`src/sv/sprite_skip_literal_rle_encoder_assert.svh`:
```
// assertion macros shared by the encoder rtl
// no dependencies; define ASSERT_OFF to compile the checks away
`ifndef SPRITE_SKIP_LITERAL_RLE_ENCODER_ASSERT_SVH
`define SPRITE_SKIP_LITERAL_RLE_ENCODER_ASSERT_SVH
`ifndef ASSERT_OFF
`define SSLRE_ASSERT(label, clk, rst_n, prop) \
    label: assert property (@(posedge clk) disable iff (!rst_n) (prop)) \
        else $error("sslre assertion failed");
`define SSLRE_ASSERT_ALWAYS(label, clk, prop) \
    label: assert property (@(posedge clk) (prop)) \
        else $error("sslre assertion failed");
`else
`define SSLRE_ASSERT(label, clk, rst_n, prop)
`define SSLRE_ASSERT_ALWAYS(label, clk, prop)
`endif
`endif

```
`src/sv/sslre_ram.sv`:
```
// generic simple dual-port ram, one write port and one registered read port
// no dependencies
module sslre_ram #(
    parameter int WIDTH = 8,
    parameter int DEPTH = 512
) (
    input  logic                     i_clk,
    input  logic                     i_wr_en,
    input  logic [$clog2(DEPTH)-1:0] i_wr_addr,
    input  logic [WIDTH-1:0]         i_wr_data,
    input  logic [$clog2(DEPTH)-1:0] i_rd_addr,
    output logic [WIDTH-1:0]         o_rd_data
);

    logic [WIDTH-1:0] r_mem [DEPTH];
    logic [WIDTH-1:0] r_rd_data;

    always_ff @(posedge i_clk) begin
        if (i_wr_en) begin
            r_mem[i_wr_addr] <= i_wr_data;
        end
        r_rd_data <= r_mem[i_rd_addr];
    end

    assign o_rd_data = r_rd_data;

endmodule

```
`config.mk`:
```
export PLATFORM = sky130hd
export DESIGN_NAME = sslre_ram
export DESIGN_NICKNAME = d
export VERILOG_FILES = /design/src/sv/sprite_skip_literal_rle_encoder_assert.svh /design/src/sv/sslre_ram.sv
export SDC_FILE = /design/constraint.sdc
export NUM_CORES = 2
export LEC_CHECK = 0
export BUFFER_PORTS_ARGS = -buffer_cell sky130_fd_sc_hd__buf_2
export CORE_ASPECT_RATIO = 1.5
export CORE_MARGIN = 1.5
export CORE_UTILIZATION = 53
export DETAILED_ROUTE_END_ITERATION = 12
export PLACE_DENSITY = 0.68
export SYNTH_ARGS = -nofsm -noshare
export SYNTH_HDL_FRONTEND = slang
export SYNTH_SLANG_ARGS = --single-unit
```
`constraint.sdc`:
```
create_clock -name i_clk -period 6.2 [get_ports i_clk]
set_input_delay 0.62 -clock i_clk [delete_from_list [all_inputs] [get_ports i_clk]]
set_output_delay 0.62 -clock i_clk [all_outputs]
set_load 0.03 [all_outputs]
```
# [Yosys cells after proc, flatten, opt, wreduce, memory -nomap -nowiden]
# Memories as Yosys holds them, arrays and structs flattened. A register that Yosys moved wholly into a read port is not among the register bits.
# Cells that the tools add are included.
[totals] reg_bits=0 ram_bits=4096 elab_cells=3 n_memories=1
[classes] n_mux=2
[memory_table] name="r_mem" depth=512 width=8 read_ports=1 rd_clocked_by_memory_dff=1 wr=1 line="sslre_ram.sv:15" source="logic [WIDTH-1:0] r_mem [DEPTH];"
[op_table] cell="1-bit two-way mux" count=2

# [Longest topological paths before layout]
[depth] ltp_word=2 mapped_depth=12

# [Least setup slack after synthesis]
# Ideal clock, no wire load.
[synth_path] kind="input to register" startpoint="input port i_rd_addr[0]" endpoint="register r_rd_data[0], in the netlist o_rd_data[0] (read register of r_mem)" setup_ns=0.118 arrival_time_ns=2.474 required_ns=6.082 slack_ns=3.608 path_stages=10 path_cell_list="buf_4 > buf_12 > buf_12 > buf_2 > mux4_2 > o21ai_0 > nand3_1 > nand4_1 > o21ai_0 > o2111a_1"
[synth_lines] item="start, declared" line="sslre_ram.sv:11" source="input logic [$clog2(DEPTH)-1:0] i_rd_addr,"
[synth_lines] item="end, declared" line="sslre_ram.sv:16" source="logic [WIDTH-1:0] r_rd_data;"

==> metrics.md <==
| Metric | Value |
|---|---|
| Syn_area_per_cell | `between 15 and 20 um^2` |
| Smallest hold slack | `between 150 and 200 ps` |
| Failing checks | `DRC, capacitance limit` |
| Post-CTS Setup Bufs | `0` |
| Port-buffer cells | `35` |
| # clock sinks | `between 4k and 5k` |
| Max Clk Rate | `239 MHz` |
| Synth Instances | `8,030` |
| Max VDD drop | `332 uV` |
| Worst Skew | `34.8 ps` |
| Yosys cell types | `51` |
| Total Nets Final | `8,120` |
| GRT Total Usage | `26.9%` |
| RSZ-0062 raised after global routing | `no` |
| Hpwl dp | `252,000 um` |
| Synth-to-layout area growth | `10.0%` |
| Clk slew on worst S/H paths | `~60 ps` |
| Post-synthesis cell area | `160,000 um^2` |
| Placed Instance Area | `around 160,000 um^2` |
| CP max stage delay | `a little over 900 ps` |
| Via-per-instance ratio | `about 6.6` |
| Fin util | `roughly 60%` |
| CP cell instances | `buf_8 > or2_4 > buf_12 > o221ai_1 > a21oi_1 > nor4_1 > nand4_1 > nor4_2 > buf_4 > o2111a_1` |
| H-tree levels | `5` |
| Ys async rst share | `0%` |
| Path depth of the worst reg2reg path | `8` |
| Die width | `452 um` |
| Worst r2r src | `r_mem[264][3]` |
| Hold Crit Class | `primary input to register` |
| #FFs+latches synth | `between 4k and 5k` |
| Clock Path Buffers | `4` |
| Initial antenna violation count | `21` |
| Most used DFF post-synth | `edfxtp_1` |
| Finished Layout Cells | `12.4k` |
| Number of DRC markers in iteration 0 | `9,233` |
| Crit start category | `primary input` |
| First-pass GRT wire length | `approximately 590,000 um` |
| Syn Nets | `roughly 8.1k` |
| Least-Margin Pin Slew | `1480 ps` |
| Avg WL per Cell | `~34 um` |
| IO Pins | `36` |
| Starting Density | `between 50 and 60%` |
| Share of cells above drive strength 1 | `16.9%` |
| Clk Latency, worst-skew pair | `910 ps` |
| Final setup viols | `0` |
| Hold_buf cts | `0` |
| CTS tree | `yes` |
| Final min period | `4180 ps` |
| Clk root buf | `clkbuf_16` |
| Critical path capture point type | `register` |
| Signal arrival time at the worst endpoint | `5030 ps` |
| Required time worst endpoint | `about 7100 ps` |
| Slew Limit Fails | `0` |
| Placeable core region | `around 300,000 um^2` |
| Min-delay src | `i_wr_data[5]` |
| Vias in the first global route | `81.5k` |
| Total grt overflow | `0` |
| Setup TNS Final | `0 ps` |
| CTS resizes | `0` |
| Number of synthesized flops with an enable pin | `4,096` |
| DRC violations left | `6` |
| Outcome | `complete, but fails checks` |
| Vias | `81.0k` |
| Critical-path top delay cell | `nor4_1` |
| Placed cells | `11.7k` |
| Slew HR | `0.308%` |
| Pwr dens | `317 nW/um^2` |
| Static leakage | `55.1 nW` |
| DRT Pass-1 Iters | `10` |
| Die area | `305,000 um^2` |
| Worst hold path cell count | `1` |
| DP Worst Slack | `around 1300 ps` |
| Synth warn | `0` |
| Cell area after layout | `176,000 um^2` |
| GP Congestion | `0.956` |
| Final hold violations | `0` |
| Period utilization | `between 60% and 70%` |
| Seq/Total Area, Yosys | `between 70% and 80%` |
| CP Class | `primary input to register` |
| # rows | `~250` |
| Origin of the worst setup path | `i_rd_addr[1]` |
| Design Power | `about 56 mW` |
| Die Ht | `between 600 and 700 um` |
| Max cap viols | `1` |
| Detail Route Antenna Nets | `0` |
| Fin worst setup slack | `slightly above 2000 ps` |
| Largest net degree at the start of global routing | `203` |
| CTS Buf Count | `approximately 360` |
| WL final | `a little over 400,000 um` |
| Max FO, Critical Path | `89` |
==> final timing paths <==
check	to	slack [ps]
setup / recovery	o_rd_data[3]	2020
setup reg to reg	o_rd_data[3]	2600
hold / removal	r_mem[107][5]	160
hold reg to reg	o_rd_data[0]	1220
==> layer usage <==
metal / wire length (um) / global-route usage [%] / vias up / share of wire [%]
met1: 145000 / 33.3 / 42233 / 35
met2: 211000 / 46.1 / 4324 / 51
met3: 33500 / 4.38 / 904 / 8.1
met4: 24500 / 13.8 / 8 / 5.9
li1: - / - / 33498 / -
met5: 46 / 0 / - / 0.011
==> sequential cells by signal (all words and copies together) (netlist names) <==
signal and cells:
o_rd_data 8, r_mem 4096
==> kinds of logic (layout without fill, tap and decap cells) <==
group	after synthesis	count (layout)	share of synthesized area [%]
AOI/OAI and AO/OA	979	979	4.31
other	0	7	0
and+or+nand+nor	980	980	2.63
buffers and inverters	516	863	1.85
DFF	4104	4104	77.0
muxes	1451	1451	14.2
==> synth_stat cells (all sizes together), types with 2 or more instances <==
cell type     n  area share, %
a2111oi       3          0.016
edfxtp     4096             77
o41ai         7          0.038
a22o          5          0.027
o211ai        2         0.0094
o22a          3          0.016
nor4         36           0.14
a31oi         2         0.0078
and3b         4          0.022
or2           5          0.020
a22oi        61           0.29
nor2        597            1.4
nor2b         6          0.023
and2         20          0.078
nand3        36           0.11
a211o         2          0.011
inv           3         0.0070
a21oi       194           0.61
mux4        654            9.2
buf         248            1.2
o22ai       163           0.64
and3          4          0.016
o31ai        13          0.061
mux2i       797            5.0
nor3        109           0.34
or3           6          0.023
nand4        32           0.13
nand2b        4          0.016
o2111a        8          0.056
nand2       111           0.26
o221ai      372            2.0
nor3b         8          0.038
a211oi       17          0.080
o21ai       119           0.37
dfxtp         8           0.10
o311ai        6          0.033
clkbuf      265           0.62
==> report_power, final <==
group	internal [mW]	total, mW	switching, mW
combinational	0.854	2.76	1.91
clock	12.5	22.4	9.90
sequential	30.5	30.6	0.0290
==> worst max-delay path, delay by kind of cell <==
| kind | cells | cell delay (ps) |
|---|---|---|
| AND/OR/NAND/NOR | 4 | 2540 |
| AO/OA/AOI/OAI | 3 | 910 |
| buffers and inverters | 3 | 760 |
==> layout by cell type (no fill, tap or decap), drive strengths merged, types with 38 or more instances in the layout <==
cell       n
mux4     654
edfxtp  4096
mux2i    797
o22ai    163
clkinv   144
nand2    111
nor3     109
nor2     597
o221ai   372
o21ai    119
bufinv    38
clkbuf   439
buf      212
a22oi     61
a21oi    194
==> area by class of cell <==
class / count / area (um^2)
Multi-Input combinational cell: 3410 / 34100
Fill cell: 21388 / 124000
Antenna cell: 7 / 17.5
Sequential cell: 4104 / 123000
Inverter: 3 / 18.8
Tap cell: 3968 / 4960
Clock buffer: 439 / 9470
Timing Repair Buffer: 212 / 2240
Clock inverter: 209 / 2050
(Power assumes the default switching activity.)
