<file path="config.mk">
export PLATFORM = sky130hd
export DESIGN_NAME = sslre_fifo
export DESIGN_NICKNAME = d
export VERILOG_FILES = /design/src/sv/sprite_skip_literal_rle_encoder_assert.svh /design/src/sv/sslre_pkg.sv /design/src/sv/sslre_fifo.sv
export SDC_FILE = /design/constraint.sdc
export NUM_CORES = 1
export LEC_CHECK = 0
export ABC_AREA = 1
export BUFFER_PORTS_ARGS = -buffer_cell sky130_fd_sc_hd__buf_2
export CAP_MARGIN = 20
export CELL_PAD_IN_SITES_DETAIL_PLACEMENT = 1
export CELL_PAD_IN_SITES_GLOBAL_PLACEMENT = 1
export CORE_MARGIN = 1.5
export CORE_UTILIZATION = 44
export DETAILED_ROUTE_END_ITERATION = 10
export PLACE_DENSITY_LB_ADDON = 0.1
export REMOVE_ABC_BUFFERS = 1
export SYNTH_ARGS = -nofsm -noshare
export SYNTH_HDL_FRONTEND = slang
export SYNTH_SLANG_ARGS = --single-unit
</file>
<file path="constraint.sdc">
create_clock -name i_clk -period 3.3 [get_ports i_clk]
set_clock_uncertainty 0.05 [all_clocks]
set_input_delay 0.66 -clock i_clk [delete_from_list [all_inputs] [get_ports i_clk]]
set_output_delay 0.66 -clock i_clk [all_outputs]
set_load 0.01 [all_outputs]
</file>
<file path="src/sv/sprite_skip_literal_rle_encoder_assert.svh">
// assertion macros shared by the encoder rtl
// no dependencies; define ASSERT_OFF to compile the checks away
`ifndef SPRITE_SKIP_LITERAL_RLE_ENCODER_ASSERT_SVH
`define SPRITE_SKIP_LITERAL_RLE_ENCODER_ASSERT_SVH
`ifndef ASSERT_OFF
`define SSLRE_ASSERT(label, clk, rst_n, prop) \
    label: assert property (@(posedge clk) disable iff (!rst_n) (prop)) \
        else $error("sslre assertion failed");
`define SSLRE_ASSERT_ALWAYS(label, clk, prop) \
    label: assert property (@(posedge clk) (prop)) \
        else $error("sslre assertion failed");
`else
`define SSLRE_ASSERT(label, clk, rst_n, prop)
`define SSLRE_ASSERT_ALWAYS(label, clk, prop)
`endif
`endif

</file>
<file path="src/sv/sslre_pkg.sv">
// types and constants of the skip/literal run-length encoder
// used by every module of the block but the ram; no dependencies
package sslre_pkg;

    localparam int LIT_AW     = 8;
    localparam int RAM_AW     = LIT_AW + 1;
    localparam int RAM_DEPTH  = 1 << RAM_AW;
    localparam int CMD_DEPTH  = 2;
    localparam int CMD_AW     = $clog2(CMD_DEPTH);

    localparam logic [3:0] FULL_BYTES = 4'd8;
    localparam logic [3:0] HALF_BYTES = 4'd4;

    typedef struct packed {
        logic [7:0] pixel;
        logic       last_pixel;
    } t_pixel_in;

    typedef struct packed {
        logic [63:0] packed_bytes;
        logic [3:0]  valid_bytes;
        logic        end_of_picture;
    } t_word_out;

    // one record for the back end: counts, literal bank, picture end
    typedef struct packed {
        logic [7:0]        skip;
        logic [LIT_AW-1:0] lit;
        logic              bank;
        logic              eop;
    } t_cmd;

    typedef struct packed {
        logic vld;
        logic bank;
    } t_bank_free;

    typedef enum logic [2:0] {
        BK_IDLE,
        BK_SKIP,
        BK_COUNT,
        BK_DATA,
        BK_PAD
    } t_back_state;

endpackage

</file>
<file path="src/sv/sslre_fifo.sv">
// short record queue between front and back end
// depends on sslre_pkg
module sslre_fifo (
    input  logic            i_clk,
    input  logic            i_rst_n,
    input  logic            i_push,
    input  sslre_pkg::t_cmd i_push_data,
    output logic            o_full,
    input  logic            i_pop,
    output sslre_pkg::t_cmd o_pop_data,
    output logic            o_empty
);

    localparam logic [sslre_pkg::CMD_AW:0] Depth = (sslre_pkg::CMD_AW + 1)'(sslre_pkg::CMD_DEPTH);

    sslre_pkg::t_cmd                r_mem [sslre_pkg::CMD_DEPTH];
    logic [sslre_pkg::CMD_AW-1:0]   r_wr_ptr, r_rd_ptr;
    logic [sslre_pkg::CMD_AW:0]     r_count, n_count;

    assign o_full     = (r_count == Depth);
    assign o_empty    = (r_count == '0);
    assign o_pop_data = r_mem[r_rd_ptr];

    always_comb begin
        unique case ({i_push, i_pop})
            2'b10:   n_count = r_count + 1'b1;
            2'b01:   n_count = r_count - 1'b1;
            default: n_count = r_count;
        endcase
    end

    always_ff @(posedge i_clk) begin
        if (!i_rst_n) begin
            r_wr_ptr <= '0;
            r_rd_ptr <= '0;
            r_count  <= '0;
        end else begin
            if (i_push) begin
                r_wr_ptr <= r_wr_ptr + 1'b1;
            end
            if (i_pop) begin
                r_rd_ptr <= r_rd_ptr + 1'b1;
            end
            r_count <= n_count;
        end
        if (i_push) begin
            r_mem[r_wr_ptr] <= i_push_data;
        end
    end

endmodule

</file>
After elaboration in Yosys (flattened, before gate mapping)
Memories as Yosys holds them, arrays and structs flattened. A register that Yosys moved wholly into a read port is not among the register bits.
Cells that the tools add are included.
{"block": "word_totals", "reg_bits": 4, "ram_bits": 36, "input_bits": 22, "out_inout_bits": 20, "n_memories": 1}
{"memory": "r_mem", "words": 2, "width": 18, "read_ports": 1, "rd_clocked_by_memory_dff": 1, "wr": 1, "line": "sslre_fifo.sv:16", "text": "sslre_pkg::t_cmd r_mem [sslre_pkg::CMD_DEPTH];"}
{"block": "op_classes", "n_addsub": 4, "n_eq_ne": 3, "n_mux": 5, "n_reduce_logical": 2}
{"cell": "$eq A2 B2 Y1 const B", "count": 2}
{"cell": "$mux W1", "count": 4}
{"cell": "$pmux W2 S2", "count": 1}
{"cell": "$add A1 B1 Y1 const B", "count": 2}
{"cell": "$add A2 B1 Y2 const B", "count": 1}
{"cell": "$eq A2 B1 Y1 const B", "count": 1}
{"cell": "$logic_not A2 Y1", "count": 1}
{"cell": "$reduce_bool A2 Y1", "count": 1}
{"cell": "$sub A2 B1 Y2 const B", "count": 1}

Longest topological paths before layout
{"block": "logic_depth", "depth_word": 3, "depth_mapped": 7, "depth_no_buf": 7}

Worst setup path before layout
Ideal clock, no wire load.
{"block": "synth_timing", "kind": "in2reg", "from": "input i_push", "to": "memory r_mem[0][0] (netlist name) (enable)", "arrival_time_ns": 1.479, "t_required_ns": 2.857, "slack_ns": 1.378, "cell_stages": 2, "n_path_buf": 0, "cell_sequence": "inv_1 nor2_1"}
{"block": "synth_between", "elab_chain_cells": 2}
{"item": "start: declaration", "line": "sslre_fifo.sv:6", "text": "input logic i_push,"}
{"item": "$mux W1", "line": "sslre_fifo.sv:46", "text": "if (i_push) begin"}
{"item": "$mux W1 (not written as such)", "line": "sslre_fifo.sv:47", "text": "r_mem[r_wr_ptr] <= i_push_data;"}
{"item": "end: declaration", "line": "sslre_fifo.sv:16"}
No other way between the ends.

==> results.sh <==
export IMPL_outcome="finished clean"
export IMPL_dp_hpwl_mm=1.87
export IMPL_grt_pass1_vias=921
export IMPL_total_power_mw=0.949
export IMPL_worstSkewPairLatency_ns=0.33
export IMPL_routed_wl_mm=2.57
export IMPL_drcViolationCount=0
export IMPL_gp_congestion=0.597
export IMPL_die_w_um=62.9
export IMPL_drv_cap=0
export IMPL_ys_ff_latch=41
export IMPL_die_area_mm2=0.00396
export IMPL_clkSinkCount=41
export IMPL_syn_cell_area_mm2=0.00158
export IMPL_r2r_setup_slack_ns=1.82
export IMPL_pre_cts_slack_ns=1.29
export IMPL_relSlewSlack=0.392
export IMPL_irDropWorstVdd_mv=0.327
export IMPL_postPlaceCellArea_mm2=0.00182
export IMPL_cts_root_buf="clkbuf_4"
export IMPL_r2r_end="r_mem[0][17]"
export IMPL_fp_dieH_um=62.9
export IMPL_path_clk_slew_ns=0.11
export IMPL_worstPathArrival_ns=1.46
export IMPL_synth_avg_cell_area_um2=17.4
export IMPL_dr_pass1_iters=4
export IMPL_setup_ws_ns=1.13
export IMPL_min_from="i_push_data[10]"
export IMPL_numCtsBuffers=5
export IMPL_worstPathRequired_ns=2.59
export IMPL_synth_xor_area_share=0
export IMPL_rsz0062_at_grt="false"
export IMPL_reg2reg_from="r_wr_ptr"
export IMPL_hold_path_cell_count=1
export IMPL_grt_max_degree=19
export IMPL_row_count=21
export IMPL_area_growth_syn_to_layout_pct=18.5
export IMPL_synth_flop_cell="edfxtp_1"
export IMPL_worstMarginPinSlew_ns=0.911
export IMPL_p_per_area_mw_per_mm2=507
export IMPL_synth_top_area_cell="edfxtp_1"
export IMPL_fin_crit_sh=0.658
export IMPL_yosysMostFrequentCell="edfxtp_1"
export IMPL_drtAntennaViolNets=0
export IMPL_synthCells=91
export IMPL_min_path_type="input pin to register"
export IMPL_synth_compound_area_frac=0.00634
export IMPL_setup_violations=0
export IMPL_holdBufCountCts=0
export IMPL_synth_async_sr_flop_share=0
export IMPL_holdPathEnd="r_mem[1][10]"
export IMPL_antenna_found_initial=0
export IMPL_nets=161
export IMPL_io_pins=42
export IMPL_setup_worst_path_start_class="register"
export IMPL_synthTopCellsByArea="edfxtp_1 68%, mux2_4 9.5%, dfxtp_1 6.3%, mux2_2 5.7%, nor2_1 2.9%"
export IMPL_fin_setup_tns_ns=0
export IMPL_synth_distinct_cells=13
export IMPL_htree_levels=2
export IMPL_synth_edff_count=36
export IMPL_overflow=0
export IMPL_end_kind="primary output"
export IMPL_n_antenna_cell=0
export IMPL_hold_viol=0
export IMPL_path_class="register to primary output"
export IMPL_synth_mux_area_frac=0.152
export IMPL_synth_top_area_frac=0.685
export IMPL_r2r_cells=1
export IMPL_track_usage=0.140
export IMPL_drt_initial_drc_count=12
export IMPL_worst_path_max_fanout=18
export IMPL_grt_pass1_wl_mm=4.02
export IMPL_synth_top_family_by_area="multiplexers"
export IMPL_yosys_area_share_simple=0.0515
export IMPL_post_cts_buffers=0
export IMPL_timing_final_crit_period_ns=2.17
export IMPL_wl_per_cell_um=13.9
export IMPL_hold_slack_ns=0.461
export IMPL_routed_via_count=877
export IMPL_cts_max_path_buffers=2
export IMPL_port_buffers=41
export IMPL_max_freq_ghz=0.461
export IMPL_yosysWarnings=0
export IMPL_viasPerCell=4.74
export IMPL_stdcell_area_mm2=0.00187
export IMPL_drv_slew=0
export IMPL_yosysSeqAreaShare=0.748
export IMPL_p_leak_nw=0.770
export IMPL_synth_fa_ha_area_frac=0.00792
export IMPL_synth_commonest_cells="36 x edfxtp_1, 12 x nor2_1, 10 x mux2_4"
export IMPL_core_area_mm2=0.00339
export IMPL_initial_core_util=0.466
export IMPL_cts_tree="yes"
export IMPL_cts_resized=0
export IMPL_drive_gt1_frac=0.489
[cells by family (layout without fill, tap and decap cells)]
logic type / count (synthesis) / in the layout
AND/OR/NAND/NOR: 21 / 21
multiplexers: 18 / 18
buffers and inverters: 8 / 56
flip-flops: 41 / 41
adder cells (fa/ha/maj): 1 / 1
AO/OA/AOI/OAI: 2 / 2
[worst max-delay path: stages (launching register included)]
cell,delay [ns]
dfxtp_1,0.32
buf_4,0.29
mux2_2,0.38
buf_2,0.14
[where the power goes]
| group | internal (mW) | switching (mW) |
|---|---|---|
| Combinational | 0.0577 | 0.0612 |
| Clock | 0.0812 | 0.143 |
| Sequential | 0.596 | 0.0102 |
[layer usage]
metal / GRT usage / routed length [µm] / vias to the layer above
li1: - / - / 420
met1: 0.132 / 919 / 421
met2: 0.259 / 1410 / 29
met3: 0.0468 / 167 / 7
met4: 0.0778 / 77 / 0
met5: 0 / 0 / -
[state kept, by name (all words and copies together) (netlist names), named ones only]
name and flops:
r_wr_ptr 1, r_mem 36, r_rd_ptr 1, r_count 2
[worst max path at each step]
stage | endpoint | cells past startpoint
after floorplan | o_pop_data[0] | 1
after global placement | r_mem[0][14] | 3
after detailed placement | r_mem[0][16] | 3
after CTS | o_pop_data[6] | 3
after global routing | o_pop_data[6] | 3
final | o_pop_data[6] | 3
[placed cells by master (no fill, tap or decap)]
cell type / n
nor2_1: 11
nand4_1: 1
clkbuf_4: 5
nand2_1: 8
ha_1: 1
buf_2: 41
a21oi_1: 1
dfxtp_1: 5
buf_4: 1
mux2_2: 8
mux2_4: 10
o21ai_0: 1
inv_1: 6
clkinv_2: 2
edfxtp_1: 36
clkbuf_1: 1
nor2_2: 1
[through the flow]
stage                     instances  utilization
after floorplan                  89            -
after global placement          177        0.537
after detailed placement        177        0.537
after CTS                       185        0.552
after global routing            185        0.552
final                           185        0.552
[cell type report]
class,count,area (µm²)
multi-input cells,42,347
inverters,6,22.5
repair buffers,42,213
well taps,46,57.6
clock buffers,6,41.3
fillers,334,1520
flip-flops and latches,41,1180
clock inverters,2,10.0
No activity file was read; power rests on OpenSTA's default activity.
