$ cat src/sv/sprite_skip_literal_rle_encoder_assert.svh
// assertion macros shared by the encoder rtl
// no dependencies; define ASSERT_OFF to compile the checks away
`ifndef SPRITE_SKIP_LITERAL_RLE_ENCODER_ASSERT_SVH
`define SPRITE_SKIP_LITERAL_RLE_ENCODER_ASSERT_SVH
`ifndef ASSERT_OFF
`define SSLRE_ASSERT(label, clk, rst_n, prop) \
    label: assert property (@(posedge clk) disable iff (!rst_n) (prop)) \
        else $error("sslre assertion failed");
`define SSLRE_ASSERT_ALWAYS(label, clk, prop) \
    label: assert property (@(posedge clk) (prop)) \
        else $error("sslre assertion failed");
`else
`define SSLRE_ASSERT(label, clk, rst_n, prop)
`define SSLRE_ASSERT_ALWAYS(label, clk, prop)
`endif
`endif

$ cat src/sv/sslre_pkg.sv
// types and constants of the skip/literal run-length encoder
// used by every module of the block but the ram; no dependencies
package sslre_pkg;

    localparam int LIT_AW     = 8;
    localparam int RAM_AW     = LIT_AW + 1;
    localparam int RAM_DEPTH  = 1 << RAM_AW;
    localparam int CMD_DEPTH  = 2;
    localparam int CMD_AW     = $clog2(CMD_DEPTH);

    localparam logic [3:0] FULL_BYTES = 4'd8;
    localparam logic [3:0] HALF_BYTES = 4'd4;

    typedef struct packed {
        logic [7:0] pixel;
        logic       last_pixel;
    } t_pixel_in;

    typedef struct packed {
        logic [63:0] packed_bytes;
        logic [3:0]  valid_bytes;
        logic        end_of_picture;
    } t_word_out;

    // one record for the back end: counts, literal bank, picture end
    typedef struct packed {
        logic [7:0]        skip;
        logic [LIT_AW-1:0] lit;
        logic              bank;
        logic              eop;
    } t_cmd;

    typedef struct packed {
        logic vld;
        logic bank;
    } t_bank_free;

    typedef enum logic [2:0] {
        BK_IDLE,
        BK_SKIP,
        BK_COUNT,
        BK_DATA,
        BK_PAD
    } t_back_state;

endpackage

$ cat src/sv/sslre_front.sv
// front end: takes pixels, counts runs, stores literals, issues records
// depends on sslre_pkg and the assertion header
`include "sprite_skip_literal_rle_encoder_assert.svh"

module sslre_front #(
    parameter int MAX_RUN = 255
) (
    input  logic                        i_clk,
    input  logic                        i_rst_n,
    input  logic                        i_in_valid,
    output logic                        o_in_stall,
    input  sslre_pkg::t_pixel_in        i_in_data,
    input  logic                        i_fifo_full,
    output logic                        o_push,
    output sslre_pkg::t_cmd             o_push_cmd,
    output logic                        o_wr_en,
    output logic [sslre_pkg::RAM_AW-1:0] o_wr_addr,
    output logic [7:0]                  o_wr_data,
    input  sslre_pkg::t_bank_free       i_free
);

    localparam logic [7:0] MaxRun = 8'(MAX_RUN);

    logic                          r_lit_phase, n_lit_phase;
    logic [7:0]                    r_skip, n_skip;
    logic [sslre_pkg::LIT_AW-1:0]  r_lit, n_lit;
    logic                          r_bank, n_bank;
    logic [1:0]                    r_busy, n_busy;
    logic                          r_pend, n_pend;
    sslre_pkg::t_cmd               r_pend_cmd, n_pend_cmd;

    logic                          accept;
    logic [sslre_pkg::LIT_AW-1:0]  lit_new;
    sslre_pkg::t_cmd               cmd1, cmd2;
    logic                          cmd1_vld, cmd2_vld;

    assign o_in_stall = r_pend || i_fifo_full || r_busy[r_bank];
    assign accept     = i_in_valid && !o_in_stall;
    assign lit_new    = r_lit + 8'd1;

    assign o_wr_en   = accept && (i_in_data.pixel != 8'd0);
    assign o_wr_addr = {r_bank, r_lit};
    assign o_wr_data = i_in_data.pixel;

    // run bookkeeping and record generation
    always_comb begin
        n_lit_phase = r_lit_phase;
        n_skip      = r_skip;
        n_lit       = r_lit;
        n_bank      = r_bank;
        cmd1        = '0;
        cmd2        = '0;
        cmd1_vld    = 1'b0;
        cmd2_vld    = 1'b0;
        if (accept) begin
            if (i_in_data.pixel == 8'd0) begin
                if (r_lit_phase || (r_skip >= MaxRun)) begin
                    cmd1.skip = r_skip;
                    cmd1.lit  = r_lit;
                    cmd1.bank = r_bank;
                    cmd1_vld  = 1'b1;
                    if (r_lit != '0) begin
                        n_bank = ~r_bank;
                    end
                    n_lit       = '0;
                    n_lit_phase = 1'b0;
                    n_skip      = 8'd1;
                end else begin
                    n_skip = r_skip + 8'd1;
                end
                if (i_in_data.last_pixel) begin
                    // pending skip run closes the picture
                    if (cmd1_vld) begin
                        cmd2.skip = n_skip;
                        cmd2.bank = n_bank;
                        cmd2.eop  = 1'b1;
                        cmd2_vld  = 1'b1;
                    end else begin
                        cmd1.skip = n_skip;
                        cmd1.bank = r_bank;
                        cmd1.eop  = 1'b1;
                        cmd1_vld  = 1'b1;
                    end
                    n_skip = 8'd0;
                end
            end else begin
                if ((lit_new >= MaxRun) || i_in_data.last_pixel) begin
                    cmd1.skip   = r_skip;
                    cmd1.lit    = lit_new;
                    cmd1.bank   = r_bank;
                    cmd1.eop    = i_in_data.last_pixel;
                    cmd1_vld    = 1'b1;
                    n_bank      = ~r_bank;
                    n_skip      = 8'd0;
                    n_lit       = '0;
                    n_lit_phase = 1'b0;
                end else begin
                    n_lit       = lit_new;
                    n_lit_phase = 1'b1;
                end
            end
        end
    end

    // queue push, second record is held pending until the queue has room; bank busy flags
    always_comb begin
        o_push     = 1'b0;
        o_push_cmd = cmd1;
        n_pend     = r_pend;
        n_pend_cmd = r_pend_cmd;
        if (r_pend) begin
            o_push_cmd = r_pend_cmd;
            if (!i_fifo_full) begin
                o_push = 1'b1;
                n_pend = 1'b0;
            end
        end else if (cmd1_vld) begin
            o_push     = 1'b1;
            n_pend     = cmd2_vld;
            n_pend_cmd = cmd2;
        end
        n_busy = r_busy;
        if (i_free.vld) begin
            n_busy[i_free.bank] = 1'b0;
        end
        if (o_push && (o_push_cmd.lit != '0)) begin
            n_busy[o_push_cmd.bank] = 1'b1;
        end
    end

    always_ff @(posedge i_clk) begin
        if (!i_rst_n) begin
            r_lit_phase <= 1'b0;
            r_skip      <= 8'd0;
            r_lit       <= '0;
            r_bank      <= 1'b0;
            r_busy      <= 2'b00;
            r_pend      <= 1'b0;
        end else begin
            r_lit_phase <= n_lit_phase;
            r_skip      <= n_skip;
            r_lit       <= n_lit;
            r_bank      <= n_bank;
            r_busy      <= n_busy;
            r_pend      <= n_pend;
        end
        r_pend_cmd <= n_pend_cmd;
    end

    `SSLRE_ASSERT(a_no_write_busy, i_clk, i_rst_n, o_wr_en |-> !r_busy[r_bank])
    `SSLRE_ASSERT(a_free_was_busy, i_clk, i_rst_n, i_free.vld |-> r_busy[i_free.bank])
    `SSLRE_ASSERT(a_no_double_busy, i_clk, i_rst_n, (o_push && (o_push_cmd.lit != '0)) |-> !r_busy[o_push_cmd.bank])

endmodule

$ cat config.mk
export PLATFORM = sky130hd
export DESIGN_NAME = sslre_front
export DESIGN_NICKNAME = d
export VERILOG_FILES = /design/src/sv/sslre_pkg.sv /design/src/sv/sslre_front.sv
export VERILOG_INCLUDE_DIRS = /design/src /design/src/sv
export SDC_FILE = /design/constraint.sdc
export NUM_CORES = 1
export LEC_CHECK = 0
export ABC_CLOCK_PERIOD_IN_PS = 4000
export BUFFER_PORTS_ARGS = -buffer_cell sky130_fd_sc_hd__buf_2
export CAP_MARGIN = 40
export CORE_UTILIZATION = 30
export DETAILED_ROUTE_END_ITERATION = 10
export GPL_TIMING_DRIVEN = 0
export HOLD_SLACK_MARGIN = 0.06
export PLACE_DENSITY_LB_ADDON = 0.2
export SLEW_MARGIN = 20
export SYNTH_ARGS = -nofsm -noshare
export SYNTH_HDL_FRONTEND = slang
export SYNTH_SLANG_ARGS = --single-unit
export TNS_END_PERCENT = 100
$ cat constraint.sdc
create_clock -name i_clk -period 4 [get_ports i_clk]
set_clock_uncertainty 0.2 [all_clocks]
set_input_delay 0.8 -clock i_clk [delete_from_list [all_inputs] [get_ports i_clk]]
set_output_delay 0.8 -clock i_clk [all_outputs]
set_load 0.01 [all_outputs]
==> After elaboration in Yosys (flattened, before gate mapping) <==
Cells that the tools add are included.
{ "word_totals": {"regBits": 31, "inputBits": 15, "elab_cells": 93} }
{ "op_classes": {"n_addsub": 2, "order_cmp": 7, "n_eq_ne": 1, "n_mux": 49, "n_bitwise": 5, "n_reduce_logical": 20} }
{ "op_table": {"columns": ["op", "n"], "rows": [
  ["18-bit 2-to-1 mux", 4],
  ["8-bit 2-to-1 mux", 9],
  ["1-bit 2-to-1 mux", 29],
  ["8-bit nonzero test", 3],
  ["17-bit 2-to-1 mux", 1],
  ["8-bit by 1-bit adder with 8-bit output, second input constant", 2],
  ["8-bit greater-or-equal comparator, second input constant", 2],
  ["8-bit zero test", 1],
  ["2-bit 2-to-1 mux", 4],
  ["1-bit by 2-bit less-than comparator with 1-bit output, second input constant", 3],
  ["2-bit AND reduction", 3],
  ["1-bit logical AND", 5],
  ["1-bit logical OR", 4],
  ["4-bit AND reduction", 1],
  ["3-bit AND reduction", 1],
  ["2-bit AND", 1],
  ["1-bit demux with 1-bit select", 2],
  ["1-bit greater-or-equal comparator, second input constant", 2],
  ["2-bit by 1-bit inequality test with 1-bit output, second input constant", 1],
  ["1-bit NOT", 2],
  ["2-bit NOT", 1],
  ["2-bit bitwise OR", 1],
  ["2-bit nonzero test", 1],
  ["1-bit zero test", 1]
]} }

==> Depth between registers and ports, before layout <==
{ "logic_depth": {"ltp_word": 17, "depth_mapped": 9} }

==> Least setup slack after synthesis <==
No wires, ideal clock.
{ "synth_path": {"kind": "input to output", "start": "input port i_in_data[6] (netlist name)", "end": "output port o_push_cmd[10] (netlist name)", "t_arrival_ns": 2.455, "t_required_ns": 3.000, "slack_ns": 0.545, "cell_stages": 7, "n_path_buf": 2, "cell_sequence": "or4_4 > or2_4 > buf_6 > buf_2 > a211oi_1 > a21oi_1 > o21ai_0"} }
{ "synth_lines": {"columns": ["element", "line_no", "text"], "rows": [
  ["start: declaration", "sslre_front.sv:12", "input sslre_pkg::t_pixel_in i_in_data,"],
  ["end: declaration", "sslre_front.sv:15", "output sslre_pkg::t_cmd o_push_cmd,"]
]} }

==> flow_summary.toml <==
[die]
ios = 53
std_cell_rows = 32
fp.coreArea_mm2 = 0.007727
die_area_mm2 = 0.008336
start_util = 0.3096
die_y_um = 91.30
dieWidth_um = 91.30

[drt]
wl_um = 7853
antenna_left = 0
dr.first_iter.drc_count = 183
drt_pass1_iterations = 4
num_vias = 2599
vias_per_cell = 5.392
drcViolationCount = 0
wl_per_cell_um = 16.29

[hold_path]
min_path_type = "reg2reg"
worstHoldPathCells = 2

[clock_network]
htreeDepth = 2
cts_tree = "yes"
numCtsBuffers = 5
clk_pin_slew_worst_paths_ns = 0.08
cts_buffer_depth = 2
cts_root_buffer = "clkbuf_8"
clkLatencyLatePin_ns = 0.29
numClockSinks = 31

[final_layout]
layout_commonest_cell = "buf_2"
fillCellCount = 841
seq_area_um2 = 723.2
fin_nets = 400
diodes = 0
drive_above_1_share = 0.2658
multi_input_area_mm2 = 0.001503
final_cell_area_mm2 = 0.002909
area_growth_syn_to_layout_pct = 21.60
final_util = 0.3765
final_cell_mix = "buf_2, nand2_1, a21oi_1, nor2_1, o21ai_0"

[worst_setup_path]
cp_max_fo = 6
crit_slowest_cell = "or4_4"
worstPathArrival_ns = 2.78
critPathBufInv = 2
cp.depth = 8
reg2reg_depth = 9
crit_path_end_kind = "output port"
critPathMaxStageDelay_ns = 0.56
start_kind = "primary input"
crit_required_ns = 3.00
critPathKind = "in2out"
critical_path.top_delay_family = "simple AND/OR/NAND/NOR gates"
crit_chain = "buf_2 -> or4_4 -> or2_4 -> nor2_1 -> nor2_2 -> o21ai_0 -> o21ai_0 -> buf_2"

[timing]
grt_setup_unrepaired = "false"
drv_slew = 0
timing.setup.tns_ns = 0
max_freq_ghz = 0.2645
slew_headroom = 0.5309
hold_viol = 0
tightest_slew_ns = 0.6983
setup_violations = 0
min_period_ns = 3.780
period_share = 0.9451

[pwr]
ir_drop_v = 0.0001142
seq_power_share = 0.496
p_leak_nw = 1.147
p_clk_frac = 0.377
p_comb_frac = 0.127
power_switching_mw = 0.1948
power.density_mw_per_mm2 = 231.2
sw_frac_of_total = 0.2896
intPower_mw = 0.4778

[placement]
numPortBuffers = 52
gp_congestion = 0.8778
place_area_mm2 = 0.002810
hpwlAfterDp_um = 5786

[yosys]
ys_warn_count = 0
syn_avg_cell_area_um2 = 7.619
netlist_area_mm2 = 0.002392
async_reset_ff_frac = 0
ys.flop_type = "dfxtp_1"
synth-seq-cells = 31
ys_seq_area_frac = 0.3013
synth-edff-count = 10
ys_types = 61
syn_inst = 314

[global_routing]
grt_pass1_wl_um = 12780
antenna_found_initial = 0
grt_max_degree = 12
grt_pass1_vias = 2502
grt_usage = 0.1938
grt-ovfl-total = 0

[outcome]
status = "complete, no violations"

[flow_run]
drv_cap = 0
-- cell type report --
class / count / share of cell area
plain buffers: 28 / 0.05462
repair buffers: 53 / 0.09204
clock inverters: 3 / 0.005161
multi-input cells: 248 / 0.5166
clock buffers: 5 / 0.02366
inverters: 12 / 0.01548
well taps: 102 / 0.04387
flip-flops and latches: 31 / 0.2486
-- worst register-to-register path, stage by stage (launching register included) --
cell and delay, ns:
dfxtp_2 0.47, ha_1 0.19, buf_2 0.21, inv_1 0.10
nor3_1 0.28, o221ai_2 0.20, o21ai_4 0.32, nand2_1 0.24
nor2_1 0.27, buf_4 0.23
-- logic make-up (layout without fill, tap and decap cells) --
family	after synthesis	in the layout	share of synthesized area
AO/OA/AOI/OAI	99	99	0.2673
XOR/XNOR	2	2	0.007324
adder cells (fa/ha/maj)	6	6	0.03138
buffers and inverters	41	101	0.08682
flip-flops	31	31	0.3013
multiplexers	2	2	0.008891
other	1	7	0.001568
AND/OR/NAND/NOR	132	132	0.2955
-- routing by layer --
metal	share of wire	GRT usage	vias to the layer above
met5	0	0	-
met4	0.0087	0.05423	0
met3	0.065	0.03601	6
met2	0.45	0.3062	85
met1	0.47	0.2686	1238
li1	-	-	1270
-- synthesized netlist by cell type, types with 2 or more instances --
| cell | instances | share of area |
|---|---|---|
| or4_1 | 4 | 0.013 |
| nor2_2 | 2 | 0.0052 |
| inv_1 | 11 | 0.017 |
| nand3_1 | 19 | 0.040 |
| nor4_1 | 2 | 0.0052 |
| or2_2 | 2 | 0.0052 |
| clkbuf_1 | 11 | 0.017 |
| o31ai_1 | 9 | 0.028 |
| nor3_1 | 7 | 0.015 |
| a22oi_1 | 7 | 0.022 |
| nand2b_1 | 3 | 0.0078 |
| or4_4 | 2 | 0.0094 |
| a221oi_1 | 2 | 0.0073 |
| o211ai_1 | 3 | 0.0094 |
| nor2b_1 | 4 | 0.010 |
| and2_1 | 6 | 0.016 |
| nand4_1 | 4 | 0.010 |
| o21ai_0 | 22 | 0.046 |
| nand2_1 | 36 | 0.056 |
| a21boi_0 | 2 | 0.0063 |
| and3_1 | 3 | 0.0078 |
| buf_2 | 7 | 0.015 |
| a21oi_1 | 27 | 0.056 |
| and4_1 | 3 | 0.011 |
| xor2_1 | 2 | 0.0073 |
| a211oi_1 | 3 | 0.0094 |
| dfxtp_1 | 21 | 0.18 |
| o22ai_1 | 2 | 0.0052 |
| edfxtp_1 | 10 | 0.13 |
| nor2_1 | 24 | 0.038 |
| buf_4 | 10 | 0.031 |
| ha_1 | 6 | 0.031 |
| a31oi_1 | 5 | 0.013 |
| a32oi_1 | 6 | 0.022 |
-- what timing repair did --
action	4_1_cts	5_1_grt
endpoints found under the setup margin	0	16
buffers inserted	0	0
hold buffers	0	0
gates resized for setup	0	7
-- registers in the layout (all words and copies together), names as in the netlist --
name	flops
r_pend	1
r_busy	2
r_pend_cmd	10
r_bank	1
r_lit	8
r_lit_phase	1
r_skip	8
-- path summary, 6_finish.rpt --
check | from | endpoint | slack (ns)
setup / recovery | i_in_data[6] | o_push_cmd[16] | 0.22
hold / removal | r_lit_phase$_SDFFE_PN0P_ | r_lit_phase$_SDFFE_PN0P_ | 0.27
setup reg to reg | r_lit[1]$_SDFFE_PN0P_ | r_pend_cmd[17]$_SDFFCE_PN0P_ | 0.98
hold reg to reg | r_lit_phase$_SDFFE_PN0P_ | r_lit_phase$_SDFFE_PN0P_ | 0.27
-- metrics by stage --
step / std cells / hold slack [ns] / worst slack, ns / power (mW)
finish: 482 / 0.2690 / 0.2195 / 0.6726
global route: 482 / 0.2861 / 0.02788 / 0.7008
CTS: 483 / 0.2682 / 0.05229 / 0.6733
detailed placement: 475 / 0.2578 / 0.09160 / 0.4247
global placement: 474 / 0.2558 / 0.1265 / 0.4235
floorplan: 320 / 0.2364 / 0.5452 / 0.3892
-- power groups by stage --
stage | logic, mW | clock network [mW] | registers, mW
2_1_floorplan | 0.0499 | 0 | 0.339
3_3_place_gp | 0.0832 | 0 | 0.340
3_5_place_dp | 0.0843 | 0 | 0.340
4_1_cts | 0.0846 | 0.256 | 0.333
5_1_grt | 0.0946 | 0.272 | 0.334
6_report | 0.0856 | 0.254 | 0.333
No activity file was read; power rests on OpenSTA's default activity.
